`config.mk`:
```
export PLATFORM = sky130hd
export DESIGN_NAME = flight_mode_event_fsm
export DESIGN_NICKNAME = d
export VERILOG_FILES = /design/src/sv/fmef_pkg.sv /design/src/sv/fmef_queue.sv /design/src/sv/fmef_mode_table.sv /design/src/sv/flight_mode_event_fsm.sv
export SDC_FILE = /design/constraint.sdc
export NUM_CORES = 1
export LEC_CHECK = 0
export BUFFER_PORTS_ARGS = -buffer_cell sky130_fd_sc_hd__buf_4
export CAP_MARGIN = 0
export CORE_MARGIN = 2
export CORE_UTILIZATION = 63
export CTS_BUF_LIST = sky130_fd_sc_hd__clkbuf_4 sky130_fd_sc_hd__clkbuf_8
export DETAILED_ROUTE_END_ITERATION = 8
export PLACE_DENSITY = 0.8
export SYNTH_ARGS = -nofsm -noshare
export SYNTH_HDL_FRONTEND = slang
export SYNTH_SLANG_ARGS = --single-unit
```
`constraint.sdc`:
```
create_clock -name clk -period 4.1 [get_ports clk]
set_clock_uncertainty 0.1 [all_clocks]
set_input_delay 0.82 -clock clk [delete_from_list [all_inputs] [get_ports clk]]
set_output_delay 0.82 -clock clk [all_outputs]
set_load 0.02 [all_outputs]
```
`src/sv/fmef_pkg.sv`:
```
// ============================================================================
// fmef_pkg
// Shared types and codes for the flight-mode supervisor: modes, event codes,
// commands, status and action codes, and the structs passed between modules.
// ============================================================================
package fmef_pkg;

    typedef logic [2:0] mode_t;
    typedef logic [4:0] code_t;
    typedef logic [1:0] action_t;
    typedef logic [1:0] status_t;
    typedef logic [4:0] qcount_t;

    // Flight modes.
    localparam mode_t MODE_OFF     = 3'd0;
    localparam mode_t MODE_INIT    = 3'd1;
    localparam mode_t MODE_TAKEOFF = 3'd2;
    localparam mode_t MODE_HOVER   = 3'd3;
    localparam mode_t MODE_MOVE    = 3'd4;
    localparam mode_t MODE_RETURN  = 3'd5;
    localparam mode_t MODE_LAND    = 3'd6;
    localparam mode_t MODE_KILL    = 3'd7;

    // Event codes.
    localparam code_t EV_CTRL_READY      = 5'd0;
    localparam code_t EV_TAKEOFF_REQ     = 5'd1;
    localparam code_t EV_TAKEOFF_DONE    = 5'd2;
    localparam code_t EV_POINT_REQ       = 5'd3;
    localparam code_t EV_WGS84_POINT_REQ = 5'd6;
    localparam code_t EV_HOVER_REQ       = 5'd7;
    localparam code_t EV_WGS84_DONE      = 5'd11;
    localparam code_t EV_RETURN_REQ      = 5'd12;
    localparam code_t EV_LAND_REQ        = 5'd13;
    localparam code_t EV_RETURN_DONE     = 5'd14;
    localparam code_t EV_LAND_DONE       = 5'd15;
    localparam code_t EV_KILL            = 5'd16;

    // Commands.
    localparam logic CMD_ENQUEUE = 1'b0;
    localparam logic CMD_PROCESS = 1'b1;

    // Side actions.
    localparam action_t ACT_NONE        = 2'd0;
    localparam action_t ACT_RECORD_HOME = 2'd1;
    localparam action_t ACT_SET_HOVER   = 2'd2;

    // Result status.
    localparam status_t ST_OK        = 2'd0;
    localparam status_t ST_DUPLICATE = 2'd1;
    localparam status_t ST_FULL      = 2'd2;
    localparam status_t ST_EMPTY     = 2'd3;

    // Request from the decision logic to the event queue.
    typedef struct packed {
        logic  push;
        logic  pop;
        code_t code;
    } queue_req_t;

    // Queue state seen by the decision logic.
    typedef struct packed {
        code_t   head_code;
        code_t   newest_code;
        logic    nonempty;
        logic    full;
        qcount_t count_low;
    } queue_stat_t;

    // Outcome of the transition table.
    typedef struct packed {
        logic    hit;
        mode_t   next_mode;
        action_t action;
    } table_res_t;

endpackage

```
`src/sv/fmef_queue.sv`:
```
// ============================================================================
// fmef_queue
// Bounded event FIFO. The oldest entry is kept in a registered read port that
// is refreshed every cycle from the next read pointer, with a bypass for a
// write landing at that address. The newest entry is tracked in a register.
// ============================================================================
module fmef_queue #(
    parameter int QUEUE_DEPTH = 16
) (
    input  logic                 clk,
    input  logic                 rst_n,
    input  fmef_pkg::queue_req_t req,
    output fmef_pkg::queue_stat_t stat
);

    localparam int PTR_W = (QUEUE_DEPTH > 1) ? $clog2(QUEUE_DEPTH) : 1;
    localparam int CNT_W = $clog2(QUEUE_DEPTH + 1);
    localparam logic [PTR_W-1:0] LAST_IDX = PTR_W'(QUEUE_DEPTH - 1);

    fmef_pkg::code_t mem [QUEUE_DEPTH];

    logic [PTR_W-1:0] rd_idx_reg;
    logic [PTR_W-1:0] rd_idx_next;
    logic [PTR_W-1:0] wr_idx_reg;
    logic [PTR_W-1:0] wr_idx_next;
    logic [CNT_W-1:0] count_reg;
    logic [CNT_W-1:0] count_next;
    fmef_pkg::code_t  head_reg;
    fmef_pkg::code_t  newest_reg;

    always_comb
    begin
        rd_idx_next = rd_idx_reg;
        wr_idx_next = wr_idx_reg;
        count_next  = count_reg;
        if (req.pop)
        begin
            rd_idx_next = (rd_idx_reg == LAST_IDX) ? '0 : rd_idx_reg + 1'b1;
            count_next  = count_reg - 1'b1;
        end
        if (req.push)
        begin
            wr_idx_next = (wr_idx_reg == LAST_IDX) ? '0 : wr_idx_reg + 1'b1;
            count_next  = count_reg + 1'b1;
        end
    end

    always_ff @(posedge clk or negedge rst_n)
    begin
        if (!rst_n)
        begin
            rd_idx_reg <= '0;
            wr_idx_reg <= '0;
            count_reg  <= '0;
        end
        else
        begin
            rd_idx_reg <= rd_idx_next;
            wr_idx_reg <= wr_idx_next;
            count_reg  <= count_next;
        end
    end

    // Storage and registered read port; entries hold no reset value.
    always_ff @(posedge clk)
    begin
        if (req.push)
        begin
            mem[wr_idx_reg] <= req.code;
            newest_reg      <= req.code;
        end
        if (req.push && (wr_idx_reg == rd_idx_next))
            head_reg <= req.code;
        else
            head_reg <= mem[rd_idx_next];
    end

    always_comb
    begin
        stat.head_code   = head_reg;
        stat.newest_code = newest_reg;
        stat.nonempty    = (count_reg != '0);
        stat.full        = (count_reg == CNT_W'(QUEUE_DEPTH));
        stat.count_low   = 5'(count_reg);
    end

endmodule

```
`src/sv/fmef_mode_table.sv`:
```
// ============================================================================
// fmef_mode_table
// Mode transition table with its guards. The kill event forces the kill mode
// from every mode; kill mode accepts nothing else.
// ============================================================================
module fmef_mode_table (
    input  fmef_pkg::mode_t     cur_mode,
    input  fmef_pkg::code_t     ev,
    input  logic                ctrl_ok,
    input  logic                takeoff_ok,
    output fmef_pkg::table_res_t res
);

    logic is_move_req;
    logic is_move_done;

    assign is_move_req  = (ev >= fmef_pkg::EV_POINT_REQ) &&
                          (ev <= fmef_pkg::EV_WGS84_POINT_REQ);
    assign is_move_done = (ev >= fmef_pkg::EV_HOVER_REQ) &&
                          (ev <= fmef_pkg::EV_WGS84_DONE);

    always_comb
    begin
        res.hit       = 1'b0;
        res.next_mode = cur_mode;
        res.action    = fmef_pkg::ACT_NONE;
        if (ev == fmef_pkg::EV_KILL)
        begin
            res.hit       = 1'b1;
            res.next_mode = fmef_pkg::MODE_KILL;
        end
        else
        begin
            case (cur_mode)
                fmef_pkg::MODE_OFF:
                begin
                    if (ev == fmef_pkg::EV_CTRL_READY && ctrl_ok)
                    begin
                        res.hit       = 1'b1;
                        res.next_mode = fmef_pkg::MODE_INIT;
                    end
                end
                fmef_pkg::MODE_INIT:
                begin
                    if (ev == fmef_pkg::EV_TAKEOFF_REQ && takeoff_ok)
                    begin
                        res.hit       = 1'b1;
                        res.next_mode = fmef_pkg::MODE_TAKEOFF;
                        res.action    = fmef_pkg::ACT_RECORD_HOME;
                    end
                end
                fmef_pkg::MODE_TAKEOFF:
                begin
                    if (ev == fmef_pkg::EV_TAKEOFF_DONE)
                    begin
                        res.hit       = 1'b1;
                        res.next_mode = fmef_pkg::MODE_HOVER;
                    end
                end
                fmef_pkg::MODE_HOVER, fmef_pkg::MODE_MOVE:
                begin
                    if (is_move_req)
                    begin
                        res.hit       = 1'b1;
                        res.next_mode = fmef_pkg::MODE_MOVE;
                    end
                    else if (is_move_done && cur_mode == fmef_pkg::MODE_MOVE)
                    begin
                        res.hit       = 1'b1;
                        res.next_mode = fmef_pkg::MODE_HOVER;
                        res.action    = fmef_pkg::ACT_SET_HOVER;
                    end
                    else if (ev == fmef_pkg::EV_RETURN_REQ)
                    begin
                        res.hit       = 1'b1;
                        res.next_mode = fmef_pkg::MODE_RETURN;
                    end
                    else if (ev == fmef_pkg::EV_LAND_REQ)
                    begin
                        res.hit       = 1'b1;
                        res.next_mode = fmef_pkg::MODE_LAND;
                    end
                end
                fmef_pkg::MODE_RETURN:
                begin
                    if (ev == fmef_pkg::EV_LAND_REQ)
                    begin
                        res.hit       = 1'b1;
                        res.next_mode = fmef_pkg::MODE_LAND;
                    end
                    else if (ev == fmef_pkg::EV_HOVER_REQ ||
                             ev == fmef_pkg::EV_RETURN_DONE)
                    begin
                        res.hit       = 1'b1;
                        res.next_mode = fmef_pkg::MODE_HOVER;
                        res.action    = fmef_pkg::ACT_SET_HOVER;
                    end
                end
                fmef_pkg::MODE_LAND:
                begin
                    if (ev == fmef_pkg::EV_LAND_DONE)
                    begin
                        res.hit       = 1'b1;
                        res.next_mode = fmef_pkg::MODE_INIT;
                    end
                end
                default:
                begin
                    res.hit = 1'b0;
                end
            endcase
        end
    end

endmodule

```
`src/sv/flight_mode_event_fsm.sv`:
```
// ============================================================================
// flight_mode_event_fsm
// Flight-mode supervisor with a bounded event queue. Enqueue transfers push
// an event code, process transfers pop the oldest code and run it through
// the mode transition table. Every input transfer yields one result.
// ============================================================================
//
//   Channel   Handshake              Payload
//   -------   --------------------   ---------------------------------------
//   command   cmd_valid / cmd_ready  command, event_code, ctrl_ready,
//                                    allow_takeoff
//   result    res_valid / res_ready  mode, transitioned, action, status,
//                                    queue_count
//
// One item per cycle is sustained while res_ready stays high: a command is
// held in the input register and decided there, and its result is loaded
// into the output register when the result register is free or draining.
// The decision path is one table lookup plus the queue pointer update.
// A stalled result register holds the input register, which in turn drops
// cmd_ready; both stages move again in the cycle that res_ready returns.
// Reset empties the queue and puts the mode at off; no clearing pass runs.
//
module flight_mode_event_fsm #(
    parameter int QUEUE_DEPTH = 16
) (
    input  logic       clk,
    input  logic       rst_n,
    input  logic       cmd_valid,
    output logic       cmd_ready,
    input  logic       command,
    input  logic [4:0] event_code,
    input  logic       ctrl_ready,
    input  logic       allow_takeoff,
    output logic       res_valid,
    input  logic       res_ready,
    output logic [2:0] mode,
    output logic       transitioned,
    output logic [1:0] action,
    output logic [1:0] status,
    output logic [4:0] queue_count
);

    // Input register.
    logic            in_valid_reg;
    logic            in_command_reg;
    fmef_pkg::code_t in_code_reg;
    logic            in_ctrl_reg;
    logic            in_takeoff_reg;

    // Result register and the current mode.
    logic              out_valid_reg;
    fmef_pkg::mode_t   out_mode_reg;
    logic              out_trans_reg;
    fmef_pkg::action_t out_action_reg;
    fmef_pkg::status_t out_status_reg;
    fmef_pkg::qcount_t out_count_reg;
    fmef_pkg::mode_t   mode_reg;
    fmef_pkg::mode_t   mode_next;

    fmef_pkg::queue_req_t  q_req;
    fmef_pkg::queue_stat_t q_stat;
    fmef_pkg::table_res_t  tbl;

    logic              advance;
    logic              is_push;
    logic              dup;
    logic              push_ok;
    logic              pop_ok;
    logic              take;
    fmef_pkg::status_t status_now;
    fmef_pkg::qcount_t count_after;

    // The input stage moves into the result register whenever the result
    // register is empty or is being drained in this cycle.
    assign advance   = in_valid_reg && (!out_valid_reg || res_ready);
    assign cmd_ready = !in_valid_reg || advance;

    fmef_queue #(
        .QUEUE_DEPTH(QUEUE_DEPTH)
    ) u_queue (
        .clk  (clk),
        .rst_n(rst_n),
        .req  (q_req),
        .stat (q_stat)
    );

    fmef_mode_table u_table (
        .cur_mode  (mode_reg),
        .ev        (q_stat.head_code),
        .ctrl_ok   (in_ctrl_reg),
        .takeoff_ok(in_takeoff_reg),
        .res       (tbl)
    );

    // Decision for the command held in the input register. The duplicate
    // test looks only at the newest entry and wins over the full test.
    always_comb
    begin
        is_push = (in_command_reg == fmef_pkg::CMD_ENQUEUE);
        dup     = q_stat.nonempty && (q_stat.newest_code == in_code_reg);
        push_ok = is_push && !dup && !q_stat.full;
        pop_ok  = !is_push && q_stat.nonempty;
        take    = pop_ok && tbl.hit;

        if (is_push)
        begin
            if (dup)
                status_now = fmef_pkg::ST_DUPLICATE;
            else if (q_stat.full)
                status_now = fmef_pkg::ST_FULL;
            else
                status_now = fmef_pkg::ST_OK;
        end
        else if (!q_stat.nonempty)
            status_now = fmef_pkg::ST_EMPTY;
        else
            status_now = fmef_pkg::ST_OK;

        // The reported count is the low five bits, so wrapping adds are exact.
        if (push_ok)
            count_after = q_stat.count_low + 5'd1;
        else if (pop_ok)
            count_after = q_stat.count_low - 5'd1;
        else
            count_after = q_stat.count_low;

        q_req.push = advance && push_ok;
        q_req.pop  = advance && pop_ok;
        q_req.code = in_code_reg;

        mode_next = (advance && take) ? tbl.next_mode : mode_reg;
    end

    // Control state.
    always_ff @(posedge clk or negedge rst_n)
    begin
        if (!rst_n)
        begin
            in_valid_reg  <= 1'b0;
            out_valid_reg <= 1'b0;
            mode_reg      <= fmef_pkg::MODE_OFF;
        end
        else
        begin
            if (cmd_ready)
                in_valid_reg <= cmd_valid;
            if (advance)
                out_valid_reg <= 1'b1;
            else if (res_ready)
                out_valid_reg <= 1'b0;
            mode_reg <= mode_next;
        end
    end

    // Payload registers.
    always_ff @(posedge clk)
    begin
        if (cmd_valid && cmd_ready)
        begin
            in_command_reg <= command;
            in_code_reg    <= event_code;
            in_ctrl_reg    <= ctrl_ready;
            in_takeoff_reg <= allow_takeoff;
        end
        if (advance)
        begin
            out_mode_reg   <= mode_next;
            out_trans_reg  <= take;
            out_action_reg <= take ? tbl.action : fmef_pkg::ACT_NONE;
            out_status_reg <= status_now;
            out_count_reg  <= count_after;
        end
    end

    assign res_valid    = out_valid_reg;
    assign mode         = out_mode_reg;
    assign transitioned = out_trans_reg;
    assign action       = out_action_reg;
    assign status       = out_status_reg;
    assign queue_count  = out_count_reg;

endmodule

```
; ---- After elaboration in Yosys (flattened, before gate mapping)
; Memories as Yosys holds them, arrays and structs flattened. A register that Yosys moved wholly into a read port is not among the register bits.
; Index checks and enable logic that the tools add are counted.
[totals]
ff_bits = 44
mem_bits_rw = 80
inputBits = 12
out_inout_bits = 15
word_cells = 107
memories = 1
[mem_list]
columns = name, words, word_bits, rd, rd_clocked_by_memory_dff, wr, line
row1 = u_queue.mem, 16, 5, 1, 1, 1, fmef_queue.sv:20  ; fmef_pkg::code_t mem [QUEUE_DEPTH];
[op_classes]
add_sub_neg = 4
n_lt_le_gt_ge = 4
eq_ne = 18
muxes = 33
n_bitwise = 2
n_reduce_logical = 29
[op_table]
columns = cell, count
row1 = 2-to-1 mux 4 bit, 12
row2 = equality test 5 x 4 -> 1 bit (second input constant), 4
row3 = 2-to-1 mux 5 bit, 4
row4 = case mux 3 bit (6 select lines), 1
row5 = logical AND 1 bit, 15
row6 = 2-to-1 mux 2 bit, 7
row7 = 2-to-1 mux 6 bit, 2
row8 = equality test 5 bit (second input constant), 2
row9 = equality test 3 bit (second input constant), 3
row10 = adder 4 x 1 -> 4 bit (second input constant), 2
row11 = equality test 4 bit (second input constant), 2
row12 = equality test 3 x 2 -> 1 bit (second input constant), 2
row13 = case mux 1 bit (6 select lines), 1
row14 = case mux 2 bit (3 select lines), 1
row15 = adder 5 x 1 -> 5 bit (second input constant), 1
row16 = equality test 5 x 1 -> 1 bit (second input constant), 1
row17 = equality test 5 x 2 -> 1 bit (second input constant), 1
row18 = equality test 5 x 3 -> 1 bit (second input constant), 1
row19 = equality test 5 bit, 1
row20 = >= comparator 5 x 2 -> 1 bit (second input constant), 1
row21 = >= comparator 5 x 3 -> 1 bit (second input constant), 1
row22 = less-or-equal comparator 5 x 3 -> 1 bit (second input constant), 1
row23 = less-or-equal comparator 5 x 4 -> 1 bit (second input constant), 1
row24 = zero test 5 bit, 1
row25 = other kinds (11), 22

; ---- Depth between registers and ports, before layout
[logic_depth]
depth_word = 10
depth_mapped = 11
depth_no_buf = 11

; ---- By module
; From an unflattened synthesis, not the netlist that was laid out.
[unflattened]
hier_cells = 376
area_unflattened_um2 = 5592.9
[modules_own_cells]
columns = module, instances, cells_each, area_per_inst_um2, seq_area_each_um2
row1 = fmef_queue, 1, 234, 4071.4, 2957.8
row2 = flight_mode_event_fsm, 1, 78, 1122.3, 755.7
row3 = fmef_mode_table, 1, 64, 399.1, 0.0

; ---- Worst setup path before layout
; Ideal clock, no wire load.
[synth_path]
path_kind = reg2reg
start = register u_queue.count_reg[0]
end = memory u_queue.mem[3][0] (netlist name) (enable)
setup_time_ns = 0.374
arrival_ns = 2.780
required_time_ns = 3.626
setup_slack_ns = 0.847
stages_incl_launch_ff = 11
n_path_buf = 0
synth_period_minus_slack_ns = 3.253
cell_sequence = dfrtp_1 -> inv_1 -> ha_1 -> nor3b_1 -> nand2b_1 -> a41oi_1 -> a21boi_2 -> nand2_1 -> clkinv_1 -> nand2_1 -> nor3_1
[synth_lines]
columns = item, line
row1 = start: declaration, fmef_queue.sv:26  ; logic [CNT_W-1:0] count_reg;
row2 = start signal: assignment, fmef_queue.sv:60  ; count_reg <= count_next;
row3 = end: declaration, fmef_queue.sv:20

==> qor.yml <==
synth_edf_count: 106
path_class: "reg -> reg"
rrSetupSlack_ns: 0.29
cap_violations: 0
firstDrtPassIters: 5
status: "finished, final reports clean"
route.met3.wl_um: 792
routed.top_layer: "met4"
final_common_cell: "edfxtp_1"
fmax_mhz: 262
cts_sinks: 128
grt_usage_pct: 25.8
power_leakage_nw: 2.32
htreeDepth: 4
die_y_um: 99.8
antenna_found_initial: 0
grt_pass1_vias: 3484
synthArstFlopShare_pct: 14.1
cts_buffers: 17
synth_xor_xnor_area_share_pct: 2.27
cts_tree: "yes"
synthToLayoutAreaGrowth_pct: 13.4
initial_core_util_pct: 65.7
combPwrFrac_pct: 37.3
final_cell_mix: "106 x edfxtp_1, 36 x buf_4, 29 x nor2_1, 28 x nand2_1, 19 x clkbuf_8"
num_rows: 34
n_antenna_cell: 0
post-dp-hpwl_um: 7870
slew_headroom_pct: 45.1
p_int_w: 0.00298
ys_ff_latch: 128
drt-total-wl_um: 11600
whs_ns: 0.153
switching_share_pct: 36.4
worstPathArrival_ns: 3.77
r2r_start: "u_queue.count_reg[0]$_DFFE_PN0P_"
ys.flop_type: "edfxtp_1"
peakVddDrop_mv: 0.345
r2r-end: "u_queue.mem[13][3]$_DFFE_PP_"
cts_buffer_depth: 2
postSynthCellCount: 391
dr_wl_met2_um: 5580
post_cts_buffers: 0
ant_nets: 0
yosysWarnings: 0
seqPwrFrac_pct: 38.8
synthMuxAreaShare_pct: 12.0
drive_gt1_share_pct: 23.8
place_congestion: 0.952
tns_ns: 0
powerDensity_nw_per_um2: 715
viasPerCell: 6.44
power.switching_w: 0.00171
min_period_ns: 3.81
path_max_fanout: 13
hold_viol_final: 0
syn-cell-area_um2: 5780
synth-compound-area-share_pct: 8.50
clkTransAtPathRegs_ns: 0.08
grt_pass1_wl_um: 18600
r2r_cells: 10
clkLatencyLatePin_ns: 0.43
finalSetupViolations: 0
synth_top_family_by_area: "multiplexers"
cp-start-kind: "register"
design.core.area_um2: 8810
crit_required_ns: 4.06
mappedNetlistNets: 410
rsz0062_at_grt: "no"
synth-adder-area-share_pct: 1.51
drc: 0
ys_types: 68
largest_register_ffs: 80
worst_pin_slew_ns: 0.821
vias: 3563
worst_hold_path_type: "in -> async"
die-width_um: 99.8
post_drt_wl_per_cell_um: 20.9
grt_max_degree: 19
wl_met1_um: 4840
num-fill-cells: 497
worstSetupEndpointType: "register"
io_buffers: 26
pin_count: 27
p_clk_share_pct: 24.0
dieArea_um2: 9960
overflow: 0
drtIter0Drc: 297
synthSimpleGateAreaFrac_pct: 9.41
ys_seq_area_share_pct: 64.2
min_period_over_period_pct: 92.9
syn_avg_cell_area_um2: 14.8
nNetsFinal: 451
drv_slew: 0
clockRootBuffer: "clkbuf_8"
## synth_stat cells (all sizes together) (2+ instances only)
master / n / area, um^2
o21ai: 10 / 50.0
nand2b: 7 / 43.8
a211oi: 2 / 15.0
a21boi: 3 / 37.5
a21oi: 17 / 85.1
dfxtp: 4 / 80.1
o31ai: 2 / 15.0
nor3: 10 / 50.1
buf: 8 / 57.6
nand4: 7 / 43.8
mux2: 9 / 109
o22ai: 2 / 12.5
nor3b: 2 / 15.0
o211ai: 4 / 35.0
mux4: 19 / 450
clkbuf: 7 / 26.3
o211a: 3 / 37.5
ha: 7 / 87.6
a22oi: 3 / 22.5
nor4: 2 / 18.8
o32a: 2 / 20.0
nand3: 7 / 35.0
a21o: 2 / 16.3
o21a: 3 / 22.5
edfxtp: 106 / 3180
nor2b: 4 / 25.0
and2: 2 / 12.5
nor2: 32 / 120
xnor2: 11 / 96.3
nand2: 29 / 116
nand3b: 3 / 22.5
inv: 9 / 33.8
mux2i: 11 / 135
xor2: 4 / 35.0
or4: 3 / 26.3
dfrtp: 18 / 450
a31oi: 2 / 12.5
## metal layers
metal | global-route usage (%) | vias up
met3 | 5.71 | 31
met2 | 38.9 | 183
met4 | 11.9 | 0
li1 | - | 1610
met1 | 36.6 | 1739
met5 | 0 | -
## timing repair
item                       in CTS  in global routing
gates resized for setup         0                  4
setup endpoints to repair       0                 20
hold buffers                    0                  0
## metrics by stage
stage | std cells | setup WS (ns) | power, W | instance area (um^2) | util, %
6_report | 553 | 0.289 | 0.00469 | 6560 | 74.5
5_1_grt | 553 | 0.0277 | 0.00495 | 6560 | 74.5
4_1_cts | 553 | 0.294 | 0.00468 | 6550 | 74.4
3_5_place_dp | 521 | 0.343 | 0.00355 | 6130 | 69.6
3_3_place_gp | 521 | 0.472 | 0.00347 | 6130 | 69.6
2_1_floorplan | 391 | 0.847 | 0.00315 | 5780 | -
## cell families (layout without fill, tap and decap cells)
family / count (synthesis) / count (layout)
DFF: 128 / 128
AOI/OAI and AO/OA: 67 / 67
and+or+nand+nor: 110 / 110
muxes: 39 / 39
xor gates and xnor gates: 15 / 15
buffers and inverters: 25 / 79
adders and majority gates: 7 / 7
## critical path, cell delays in order, from the launching register on
cell	delay (ns)
dfrtp_1	0.47
inv_1	0.16
ha_1	0.22
nor3b_1	0.46
nand2b_1	0.19
a41oi_1	0.39
a21boi_2	0.25
nand2_1	0.20
clkinv_1	0.30
nand2_1	0.22
nor2_1	0.48
## power groups by stage
stage | combinational (W) | clock (W) | sequential (W)
floorplan | 0.00140 | 0 | 0.00175
global placement | 0.00166 | 0 | 0.00182
detailed placement | 0.00171 | 0 | 0.00184
CTS | 0.00173 | 0.00114 | 0.00181
global route | 0.00191 | 0.00118 | 0.00185
finish | 0.00175 | 0.00113 | 0.00182
## area by class of cell
class                      count  area [um^2]  area share [%]
timing repair buffer          37          290            4.42
multi-input combinational    238         1960            29.9
clock inverter                13          161            2.46
inverter                      10         37.5           0.572
tap                          108          135            2.06
clock buffer                  19          262            3.99
sequential                   128         3710            56.6
## how the worst max path moves through the flow
stage                     depth (start not counted)                             start                            to
after floorplan                                  10  u_queue.count_reg[0]$_DFFE_PN0P_   u_queue.mem[3][0]$_DFFE_PP_
final                                            10  u_queue.count_reg[0]$_DFFE_PN0P_  u_queue.mem[13][3]$_DFFE_PP_
after global placement                           10  u_queue.count_reg[0]$_DFFE_PN0P_   u_queue.mem[2][0]$_DFFE_PP_
after global routing                             10  u_queue.count_reg[0]$_DFFE_PN0P_  u_queue.mem[13][3]$_DFFE_PP_
after detailed placement                         10  u_queue.count_reg[0]$_DFFE_PN0P_   u_queue.mem[2][0]$_DFFE_PP_
after CTS                                        10  u_queue.count_reg[0]$_DFFE_PN0P_   u_queue.mem[2][0]$_DFFE_PP_
Power figures use the tool's default switching activity.
